File: src/design/lcg_pkg.sv
// ----------------------------------------------------------------------------
// lcg_pkg
// Shared constants, types and functions of the life cell generation stream.
// ----------------------------------------------------------------------------
package lcg_pkg;

    localparam int MAX_COLS_DEF = 512;
    localparam int MAX_ROWS_DEF = 1024;

    localparam int CFG_DATA_W = 11;
    localparam int CFG_IDX_W  = 2;

    localparam int ROWS_RESET = 100;
    localparam int COLS_RESET = 300;

    typedef enum logic [CFG_IDX_W-1:0] {
        REG_ROWS_IN_USE = 2'd0,
        REG_COLS_IN_USE = 2'd1
    } t_reg_idx;

    // Classification of one accepted item, worked out in the front part.
    typedef struct packed {
        logic top_ok;   // the row two above lies on the board
        logic mid_ok;   // the row one above lies on the board
        logic bot;      // the incoming cell, already forced dead off the board
        logic col0;     // first column of a row
        logic emit;     // this item reports a cell
        logic last;     // final item of the frame
    } t_cls;

    // A register value of zero counts as one, and values beyond the limit
    // are held at the limit.
    function automatic logic [31:0] clamp_dim(logic [31:0] v, logic [31:0] hi);
        logic [31:0] r;
        if (v == 32'd0) begin
            r = 32'd1;
        end else if (v > hi) begin
            r = hi;
        end else begin
            r = v;
        end
        return r;
    endfunction

    // B3/S23: bit 4 of the window is the centre cell.
    function automatic logic next_state(logic [8:0] win);
        logic [3:0] n;
        n = 4'($countones({win[8:5], win[3:0]}));
        if (win[4]) begin
            return (n == 4'd2) || (n == 4'd3);
        end
        return n == 4'd3;
    endfunction

endpackage

File: src/design/lcg_front.sv
// ----------------------------------------------------------------------------
// lcg_front
// Accepts board and drain items, tracks the raster position and classifies
// each item for the back part.
// ----------------------------------------------------------------------------
module lcg_front #(
    parameter int MAX_COLS = lcg_pkg::MAX_COLS_DEF,
    parameter int MAX_ROWS = lcg_pkg::MAX_ROWS_DEF,
    localparam int COL_W  = $clog2(MAX_COLS),
    localparam int CCNT_W = $clog2(MAX_COLS + 1),
    localparam int RCNT_W = $clog2(MAX_ROWS + 2)
) (
    input  logic                i_clk,
    input  logic                i_rst_n,
    input  logic                i_restart,
    input  logic [RCNT_W-1:0]   i_rows,
    input  logic [CCNT_W-1:0]   i_cols,
    input  logic                i_in_valid,
    output logic                o_in_ready,
    input  logic                i_operation,
    input  logic                i_cell_alive,
    output logic                o_push,
    input  logic                i_push_ready,
    output logic [COL_W-1:0]    o_addr,
    output lcg_pkg::t_cls       o_cls
);

    logic [RCNT_W-1:0] r_ir, n_ir;
    logic [CCNT_W-1:0] r_ic, n_ic;
    logic              v_live;
    logic              col_wrap;

    assign o_in_ready = i_push_ready;
    assign o_push     = i_in_valid && i_push_ready;
    assign o_addr     = r_ic[COL_W-1:0];

    assign v_live   = i_cell_alive & ~i_operation;
    assign col_wrap = (r_ic + CCNT_W'(1)) == i_cols;

    always_comb begin
        o_cls.top_ok = r_ir >= RCNT_W'(2);
        o_cls.mid_ok = (r_ir >= RCNT_W'(1)) && (r_ir <= i_rows);
        o_cls.bot    = v_live && (r_ir < i_rows);
        o_cls.col0   = r_ic == '0;
        o_cls.emit   = (r_ic == '0) ? (r_ir >= RCNT_W'(2)) : (r_ir >= RCNT_W'(1));
        o_cls.last   = r_ir > i_rows;
    end

    always_comb begin
        n_ir = r_ir;
        n_ic = r_ic;
        if (i_restart) begin
            n_ir = '0;
            n_ic = '0;
        end else if (o_push) begin
            if (o_cls.last) begin
                n_ir = '0;
                n_ic = '0;
            end else if (col_wrap) begin
                n_ic = '0;
                n_ir = r_ir + RCNT_W'(1);
            end else begin
                n_ic = r_ic + CCNT_W'(1);
            end
        end
    end

    always_ff @(posedge i_clk) begin
        if (!i_rst_n) begin
            r_ir <= '0;
            r_ic <= '0;
        end else begin
            r_ir <= n_ir;
            r_ic <= n_ic;
        end
    end

endmodule

File: src/design/lcg_queue.sv
// ----------------------------------------------------------------------------
// lcg_queue
// Two-entry queue that decouples the front part from the back part.
// ----------------------------------------------------------------------------
module lcg_queue #(
    parameter int W = 8
) (
    input  logic          i_clk,
    input  logic          i_rst_n,
    input  logic          i_push,
    output logic          o_push_ready,
    input  logic [W-1:0]  i_data,
    output logic          o_pop_valid,
    input  logic          i_pop,
    output logic [W-1:0]  o_data
);

    logic [W-1:0] r_mem [2];
    logic         r_wr_ptr, r_rd_ptr;
    logic [1:0]   r_count, n_count;
    logic         do_push, do_pop;

    assign o_push_ready = r_count != 2'd2;
    assign o_pop_valid  = r_count != 2'd0;
    assign o_data       = r_mem[r_rd_ptr];

    assign do_push = i_push && o_push_ready;
    assign do_pop  = i_pop && o_pop_valid;

    always_comb begin
        n_count = r_count;
        if (do_push && !do_pop) begin
            n_count = r_count + 2'd1;
        end else if (do_pop && !do_push) begin
            n_count = r_count - 2'd1;
        end
    end

    always_ff @(posedge i_clk) begin
        if (!i_rst_n) begin
            r_wr_ptr <= 1'b0;
            r_rd_ptr <= 1'b0;
            r_count  <= 2'd0;
        end else begin
            r_count <= n_count;
            if (do_push) begin
                r_wr_ptr <= ~r_wr_ptr;
            end
            if (do_pop) begin
                r_rd_ptr <= ~r_rd_ptr;
            end
        end
    end

    always_ff @(posedge i_clk) begin
        if (do_push) begin
            r_mem[r_wr_ptr] <= i_data;
        end
    end

endmodule

File: src/design/lcg_back.sv
// ----------------------------------------------------------------------------
// lcg_back
// Line buffer, 3x3 window and rule evaluation, with the output register.
// ----------------------------------------------------------------------------
module lcg_back #(
    parameter int MAX_COLS = lcg_pkg::MAX_COLS_DEF,
    parameter int MAX_ROWS = lcg_pkg::MAX_ROWS_DEF,
    localparam int COL_W  = $clog2(MAX_COLS),
    localparam int ROW_W  = $clog2(MAX_ROWS),
    localparam int CCNT_W = $clog2(MAX_COLS + 1),
    localparam int RCNT_W = $clog2(MAX_ROWS + 2)
) (
    input  logic                i_clk,
    input  logic                i_rst_n,
    input  logic                i_restart,
    input  logic [RCNT_W-1:0]   i_rows,
    input  logic [CCNT_W-1:0]   i_cols,
    input  logic                i_q_valid,
    output logic                o_q_pop,
    input  logic [COL_W-1:0]    i_q_addr,
    input  lcg_pkg::t_cls       i_q_cls,
    output logic                o_out_valid,
    input  logic                i_out_ready,
    output logic                o_next_alive,
    output logic [ROW_W-1:0]    o_cell_row,
    output logic [COL_W-1:0]    o_cell_col,
    output logic                o_last_of_frame
);

    // Each line buffer entry holds {older row, newer row} for one column.
    logic [1:0]        r_line [MAX_COLS];

    logic              r_s1_valid;
    logic [COL_W-1:0]  r_s1_addr;
    lcg_pkg::t_cls     r_s1_cls;
    logic [1:0]        r_rd, r_byp_data;
    logic              r_byp;

    logic [8:0]        r_window, n_window;
    logic [RCNT_W-1:0] r_orow, n_orow;
    logic [CCNT_W-1:0] r_ocol, n_ocol;

    logic              r_out_valid;
    logic              r_next_alive;
    logic [ROW_W-1:0]  r_cell_row;
    logic [COL_W-1:0]  r_cell_col;
    logic              r_last;

    logic              advance, commit, emit_now;
    logic [1:0]        rd_data, wr_data;
    logic [2:0]        new_col;
    logic [8:0]        win;
    logic              last_cell;

    assign advance  = !r_s1_valid || !r_s1_cls.emit || !r_out_valid || i_out_ready;
    assign commit   = advance && r_s1_valid;
    assign emit_now = commit && r_s1_cls.emit;
    assign o_q_pop  = advance && i_q_valid;

    assign rd_data = r_byp ? r_byp_data : r_rd;
    assign wr_data = {rd_data[0], r_s1_cls.bot};
    assign new_col = {r_s1_cls.bot, rd_data[0] & r_s1_cls.mid_ok,
                      rd_data[1] & r_s1_cls.top_ok};

    always_comb begin
        if (r_s1_cls.col0) begin
            win      = {3'b000, r_window[8:3]};
            n_window = {new_col, 6'b000000};
        end else begin
            n_window = {new_col, r_window[8:3]};
            win      = n_window;
        end
    end

    assign last_cell = ((r_orow + RCNT_W'(1)) == i_rows) && ((r_ocol + CCNT_W'(1)) == i_cols);

    always_comb begin
        n_orow = r_orow;
        n_ocol = r_ocol;
        if (emit_now) begin
            if ((r_ocol + CCNT_W'(1)) == i_cols) begin
                n_ocol = '0;
                n_orow = r_orow + RCNT_W'(1);
            end else begin
                n_ocol = r_ocol + CCNT_W'(1);
            end
        end
    end

    always_ff @(posedge i_clk) begin
        if (commit) begin
            r_line[r_s1_addr] <= wr_data;
        end
        if (o_q_pop) begin
            r_rd <= r_line[i_q_addr];
        end
    end

    // The older item writes the entry that the newer one reads at the same edge.
    always_ff @(posedge i_clk) begin
        if (o_q_pop) begin
            r_s1_addr  <= i_q_addr;
            r_s1_cls   <= i_q_cls;
            r_byp      <= commit && (r_s1_addr == i_q_addr);
            r_byp_data <= wr_data;
        end
        if (emit_now) begin
            r_next_alive <= lcg_pkg::next_state(win);
            r_cell_row   <= r_orow[ROW_W-1:0];
            r_cell_col   <= r_ocol[COL_W-1:0];
            r_last       <= last_cell;
        end
    end

    always_ff @(posedge i_clk) begin
        if (!i_rst_n) begin
            r_s1_valid  <= 1'b0;
            r_out_valid <= 1'b0;
            r_window    <= '0;
            r_orow      <= '0;
            r_ocol      <= '0;
        end else begin
            if (advance) begin
                r_s1_valid <= i_q_valid;
            end
            if (emit_now) begin
                r_out_valid <= 1'b1;
            end else if (i_out_ready) begin
                r_out_valid <= 1'b0;
            end
            if (i_restart || (commit && r_s1_cls.last)) begin
                r_window <= '0;
                r_orow   <= '0;
                r_ocol   <= '0;
            end else begin
                if (commit) begin
                    r_window <= n_window;
                end
                r_orow <= n_orow;
                r_ocol <= n_ocol;
            end
        end
    end

    assign o_out_valid     = r_out_valid;
    assign o_next_alive    = r_next_alive;
    assign o_cell_row      = r_cell_row;
    assign o_cell_col      = r_cell_col;
    assign o_last_of_frame = r_last;

endmodule

File: src/design/life_cell_generation_stream.sv
// ----------------------------------------------------------------------------
// life_cell_generation_stream
// One generation of the B3/S23 cellular automaton over a raster-order stream.
// ----------------------------------------------------------------------------
//  channel  direction  handshake                 payload
//  in       sink       i_in_valid / o_in_ready   i_operation, i_cell_alive
//  out      source     o_out_valid / i_out_ready o_next_alive, o_cell_row,
//                                                o_cell_col, o_last_of_frame
//  cfg      sink       i_cfg_valid / o_cfg_ready i_cfg_index, i_cfg_data
//
// One item a cycle is sustained while the output is not stalled. A result is
// formed from the registered line buffer read and leaves an output register.
// Synchronous active-low reset empties the pipeline and restarts the frame.
// A stalled output holds the back part; the two-entry queue then fills and
// drops o_in_ready. The line buffer needs no clearing after reset.
// ----------------------------------------------------------------------------
module life_cell_generation_stream #(
    parameter int MAX_COLS = lcg_pkg::MAX_COLS_DEF,
    parameter int MAX_ROWS = lcg_pkg::MAX_ROWS_DEF,
    localparam int COL_W  = $clog2(MAX_COLS),
    localparam int ROW_W  = $clog2(MAX_ROWS),
    localparam int CCNT_W = $clog2(MAX_COLS + 1),
    localparam int RCNT_W = $clog2(MAX_ROWS + 2)
) (
    input  logic                           i_clk,
    input  logic                           i_rst_n,
    input  logic                           i_in_valid,
    output logic                           o_in_ready,
    input  logic                           i_operation,
    input  logic                           i_cell_alive,
    output logic                           o_out_valid,
    input  logic                           i_out_ready,
    output logic                           o_next_alive,
    output logic [ROW_W-1:0]               o_cell_row,
    output logic [COL_W-1:0]               o_cell_col,
    output logic                           o_last_of_frame,
    input  logic                           i_cfg_valid,
    output logic                           o_cfg_ready,
    input  logic [lcg_pkg::CFG_IDX_W-1:0]  i_cfg_index,
    input  logic [lcg_pkg::CFG_DATA_W-1:0] i_cfg_data
);

    localparam int QW = COL_W + $bits(lcg_pkg::t_cls);

    logic [RCNT_W-1:0] r_rows;
    logic [CCNT_W-1:0] r_cols;
    logic              cfg_wr, restart;

    logic              push, push_ready, q_valid, q_pop;
    logic [COL_W-1:0]  f_addr, q_addr;
    lcg_pkg::t_cls     f_cls, q_cls;

    assign o_cfg_ready = 1'b1;
    assign cfg_wr      = i_cfg_valid;

    always_comb begin
        unique case (i_cfg_index)
            lcg_pkg::REG_ROWS_IN_USE,
            lcg_pkg::REG_COLS_IN_USE: restart = cfg_wr;
            default:                  restart = 1'b0;
        endcase
    end

    always_ff @(posedge i_clk) begin
        if (!i_rst_n) begin
            r_rows <= RCNT_W'(lcg_pkg::clamp_dim(32'(lcg_pkg::ROWS_RESET), 32'(MAX_ROWS)));
            r_cols <= CCNT_W'(lcg_pkg::clamp_dim(32'(lcg_pkg::COLS_RESET), 32'(MAX_COLS)));
        end else if (cfg_wr) begin
            if (i_cfg_index == lcg_pkg::REG_ROWS_IN_USE) begin
                r_rows <= RCNT_W'(lcg_pkg::clamp_dim(32'(i_cfg_data), 32'(MAX_ROWS)));
            end else if (i_cfg_index == lcg_pkg::REG_COLS_IN_USE) begin
                r_cols <= CCNT_W'(lcg_pkg::clamp_dim(32'(i_cfg_data[9:0]), 32'(MAX_COLS)));
            end
        end
    end

    lcg_front #(
        .MAX_COLS (MAX_COLS),
        .MAX_ROWS (MAX_ROWS)
    ) u_front (
        .i_clk        (i_clk),
        .i_rst_n      (i_rst_n),
        .i_restart    (restart),
        .i_rows       (r_rows),
        .i_cols       (r_cols),
        .i_in_valid   (i_in_valid),
        .o_in_ready   (o_in_ready),
        .i_operation  (i_operation),
        .i_cell_alive (i_cell_alive),
        .o_push       (push),
        .i_push_ready (push_ready),
        .o_addr       (f_addr),
        .o_cls        (f_cls)
    );

    lcg_queue #(
        .W (QW)
    ) u_queue (
        .i_clk        (i_clk),
        .i_rst_n      (i_rst_n),
        .i_push       (push),
        .o_push_ready (push_ready),
        .i_data       ({f_addr, f_cls}),
        .o_pop_valid  (q_valid),
        .i_pop        (q_pop),
        .o_data       ({q_addr, q_cls})
    );

    lcg_back #(
        .MAX_COLS (MAX_COLS),
        .MAX_ROWS (MAX_ROWS)
    ) u_back (
        .i_clk           (i_clk),
        .i_rst_n         (i_rst_n),
        .i_restart       (restart),
        .i_rows          (r_rows),
        .i_cols          (r_cols),
        .i_q_valid       (q_valid),
        .o_q_pop         (q_pop),
        .i_q_addr        (q_addr),
        .i_q_cls         (q_cls),
        .o_out_valid     (o_out_valid),
        .i_out_ready     (i_out_ready),
        .o_next_alive    (o_next_alive),
        .o_cell_row      (o_cell_row),
        .o_cell_col      (o_cell_col),
        .o_last_of_frame (o_last_of_frame)
    );

endmodule

File: config.mk
export PLATFORM = sky130hd
export DESIGN_NAME = life_cell_generation_stream
export DESIGN_NICKNAME = d
export VERILOG_FILES = /design/src/design/lcg_pkg.sv /design/src/design/lcg_front.sv /design/src/design/lcg_queue.sv /design/src/design/lcg_back.sv /design/src/design/life_cell_generation_stream.sv
export SDC_FILE = /design/constraint.sdc
export NUM_CORES = 2
export LEC_CHECK = 0
export BUFFER_PORTS_ARGS = -buffer_cell sky130_fd_sc_hd__buf_4
export CORE_ASPECT_RATIO = 1.2
export CORE_MARGIN = 2
export CORE_UTILIZATION = 40
export DETAILED_ROUTE_END_ITERATION = 8
export SYNTH_ARGS = -nofsm -noshare
export SYNTH_HDL_FRONTEND = slang
export SYNTH_HIERARCHICAL = 1
export SYNTH_SLANG_ARGS = --single-unit
File: constraint.sdc
create_clock -name i_clk -period 7.7 [get_ports i_clk]
set_input_delay 0.77 -clock i_clk [delete_from_list [all_inputs] [get_ports i_clk]]
set_output_delay 0.77 -clock i_clk [all_outputs]
set_load 0.05 [all_outputs]
==> run summary <==
status - completed
mean area per synthesized cell - 14.9 um^2
# resized after CTS - 0
peak supply drop - 0.315 mV
measured slew at the worst slew-check pin - 1.12 ns
Fmax - 0.218 GHz
Tot GR Track Use - 19.6%
clock root buffer - clkbuf_16
Area contributors post-synth - edfxtp_1 (66%), mux4_2 (5.8%), mux2i_1 (5.1%), nor2_1 (4.4%), dfxtp_1 (3.1%)
post-route cell area - 55100 um^2
share of cells above drive strength 1 - 13.0%
Clk pin slew, worst setup/hold paths - 0.06 ns
commonest cells after routing, fill and taps aside - edfxtp_1 (1095), nor2_1 (587), mux2i_1 (254)
min Tclk post-route - 4.60 ns
Sink Count - 1171
largest net degree at the start of global routing - 235
commonest non-fill, non-tap cell in the layout - edfxtp_1
number of hold buffers added after cts - 0
dpl cell area - 51300 um^2
post-route ant nets - 0
total routed wirelength - 127000 um
PwrDens - 341 nW/um^2
total number of vias - 28800
DR WL/cell - 25.2 um
worst path arrival time - 5.07 ns
final setup TNS - 0 ns
die area - 127000 um^2
Setup-failing EPs final - 0
antenna violations before repair - 1
DP Wirelength - 75000 um
WP data required - 8.17 ns
Site Rows - 141
final net count - 3341
Cells after Synth - 3331
CTS tree - done
CP Capture Type - flip-flop
clk_lat worst skew - 0.73 ns
Design Power - 18.8 mW
drt pass-1 iters - 6
CTS max path bufs - 3
Core Util, Final - 44.7%
crit-path max FO - 76
GRT overflow - 0
Min-Delay Path Class - in2reg
total leakage power - 17.1 nW
post-synth top area share - 66.1%
die height - 390 um
kind of start point of the critical path - flip-flop
Iter 0 DRT Violations - 2662
Synth cell types - 86
Port Buf Inserts - 42
Worst Setup Path Type - reg2reg
Seq/Total Area, Yosys - 69.1%
YS warnings - 6
global-route wire length before repair - 187000 um
DRC - 0
Slew headroom - 24.3%
I/O pin cnt - 44
Syn Nets - 3377
# H-tree levels - 3
area grow syn2layout - 10.6%
number of synthesized flops with an enable pin - 1095
Vias/cell - 5.72
unrepaired setup endpoints after global routing - false
Num CTS Buffers - 114
number of global-route vias before repair - 29200
final hold viol count - 0
worst hold slack - 0.326 ns
Die X - 326 um
Yosys top cell by area - edfxtp_1
Final Cycle Share - 59.7%
max-slew violations - 0
number of synthesized register bits - 1171
Post-synth top flop - edfxtp_1
Final Wtd Congestion - 0.842
FFs w/ async S/R, synth - 0%
ANT cells - 0
cell area after synthesis - 49800 um^2
area of the core - 123000 um^2
max_cap viols - 0
Starting Density - 40.4%
Post-CTS Setup Bufs - 0
Setup Skew - 0.0441 ns
==> critical path, stage by stage, from the launching register on <==
cell and delay, ns:
dfxtp_1 0.31, buf_4 0.25, mux2_8 0.70, nand2b_4 0.68, buf_4 0.57, o221ai_1 0.28, nor3_1 0.28, nor3_1 0.09
and4_1 0.20, nand3_1 0.22, nor3_1 0.11, or4_1 0.54
==> synth_stat cells, drive strengths merged (9+ instances only) <==
| cell type | count |
|---|---|
| a31oi | 9 |
| o21ai | 65 |
| nand4 | 21 |
| and2 | 15 |
| a211oi | 13 |
| or3 | 16 |
| nand3 | 42 |
| nand3b | 18 |
| o211ai | 13 |
| clkbuf | 129 |
| ha | 22 |
| nor2 | 587 |
| a21oi | 79 |
| mux2i | 254 |
| a21boi | 15 |
| mux2 | 23 |
| edfxtp | 1095 |
| xor2 | 28 |
| nor3 | 56 |
| mux4 | 128 |
| xnor2 | 36 |
| nand2 | 117 |
| o221ai | 110 |
| buf | 116 |
| nor4 | 29 |
| inv | 32 |
| dfxtp | 76 |
| o22ai | 44 |
| nor3b | 9 |
| and3 | 20 |
| nor2b | 15 |
==> metrics by stage <==
stage	setup WS, ns	cells
6_report	3.10	5038
2_1_floorplan	-0.529	3331
3_5_place_dp	3.13	4823
4_1_cts	3.13	5038
3_3_place_gp	3.19	4823
5_1_grt	2.91	5038
==> layer usage <==
| metal | GRT usage, % | up-vias | share of wire, % |
|---|---|---|---|
| met1 | 25.0 | 14800 | 40 |
| li1 | - | 12800 | - |
| met3 | 2.61 | 216 | 5.6 |
| met5 | 0 | - | 0 |
| met4 | 7.74 | 0 | 3.5 |
| met2 | 33.8 | 998 | 50 |
==> worst paths after layout <==
kind / from / to / slack [ns] / cells after the start
setup / recovery: flip-flop / u_back/r_rd[1]$_DFFE_PP_ / 3.10 / 11
hold / removal: i_cfg_data[10] / r_rows[0]$_SDFFE_PN0P_ / 0.33 / 2
setup reg to reg: flip-flop / u_back/r_rd[1]$_DFFE_PP_ / 3.10 / 11
hold reg to reg: u_back/r_window[3]$_SDFFE_PP0P_ / u_back/r_window[3]$_SDFFE_PP0P_ / 0.49 / 2
==> registers in the layout, summed over array words and instances, names as in the netlist, 5 cells and up, named ones only <==
name,count
u_back/r_window,6
r_rows,11
u_queue/r_mem,30
u_back/r_s1_addr,9
r_cols,10
u_back/r_ocol,10
u_back/r_orow,11
u_back/r_s1_cls,5
u_back/o_cell_col,9
u_back/o_cell_row,10
u_back/r_line,1024
u_front/r_ir,11
u_front/r_ic,10
==> kinds of logic (layout without fill, tap and decap cells) <==
kind of cell               after synthesis  after routing  synth area share [%]
DFF                                   1171           1171                  69.1
and+or+nand+nor                        980            980                  8.79
muxes                                  405            405                  11.4
AOI/OAI and AO/OA                      404            404                  5.71
buffers and inverters                  280            343                  3.10
xor gates and xnor gates                64             64                  1.13
adders and majority gates               26             26                 0.714
other                                    1              1               0.00753
==> power by group <==
group	total (mW)	leakage, nW	internal (mW)	switching (mW)
combinational	5.08	4.84	1.52	3.56
clock	5.59	1.81	3.19	2.41
sequential	8.13	10.5	8.03	0.107
==> cell type report <==
type                    count  area, um^2
clock inverters            66         785
well taps                1644        2060
fillers                 10900       68300
inverters                  35         131
repair buffers             93         761
multi-input cells        1880       13900
clock buffers             149        2980
flip-flops and latches   1171       34400
Power figures use the tool's default switching activity.
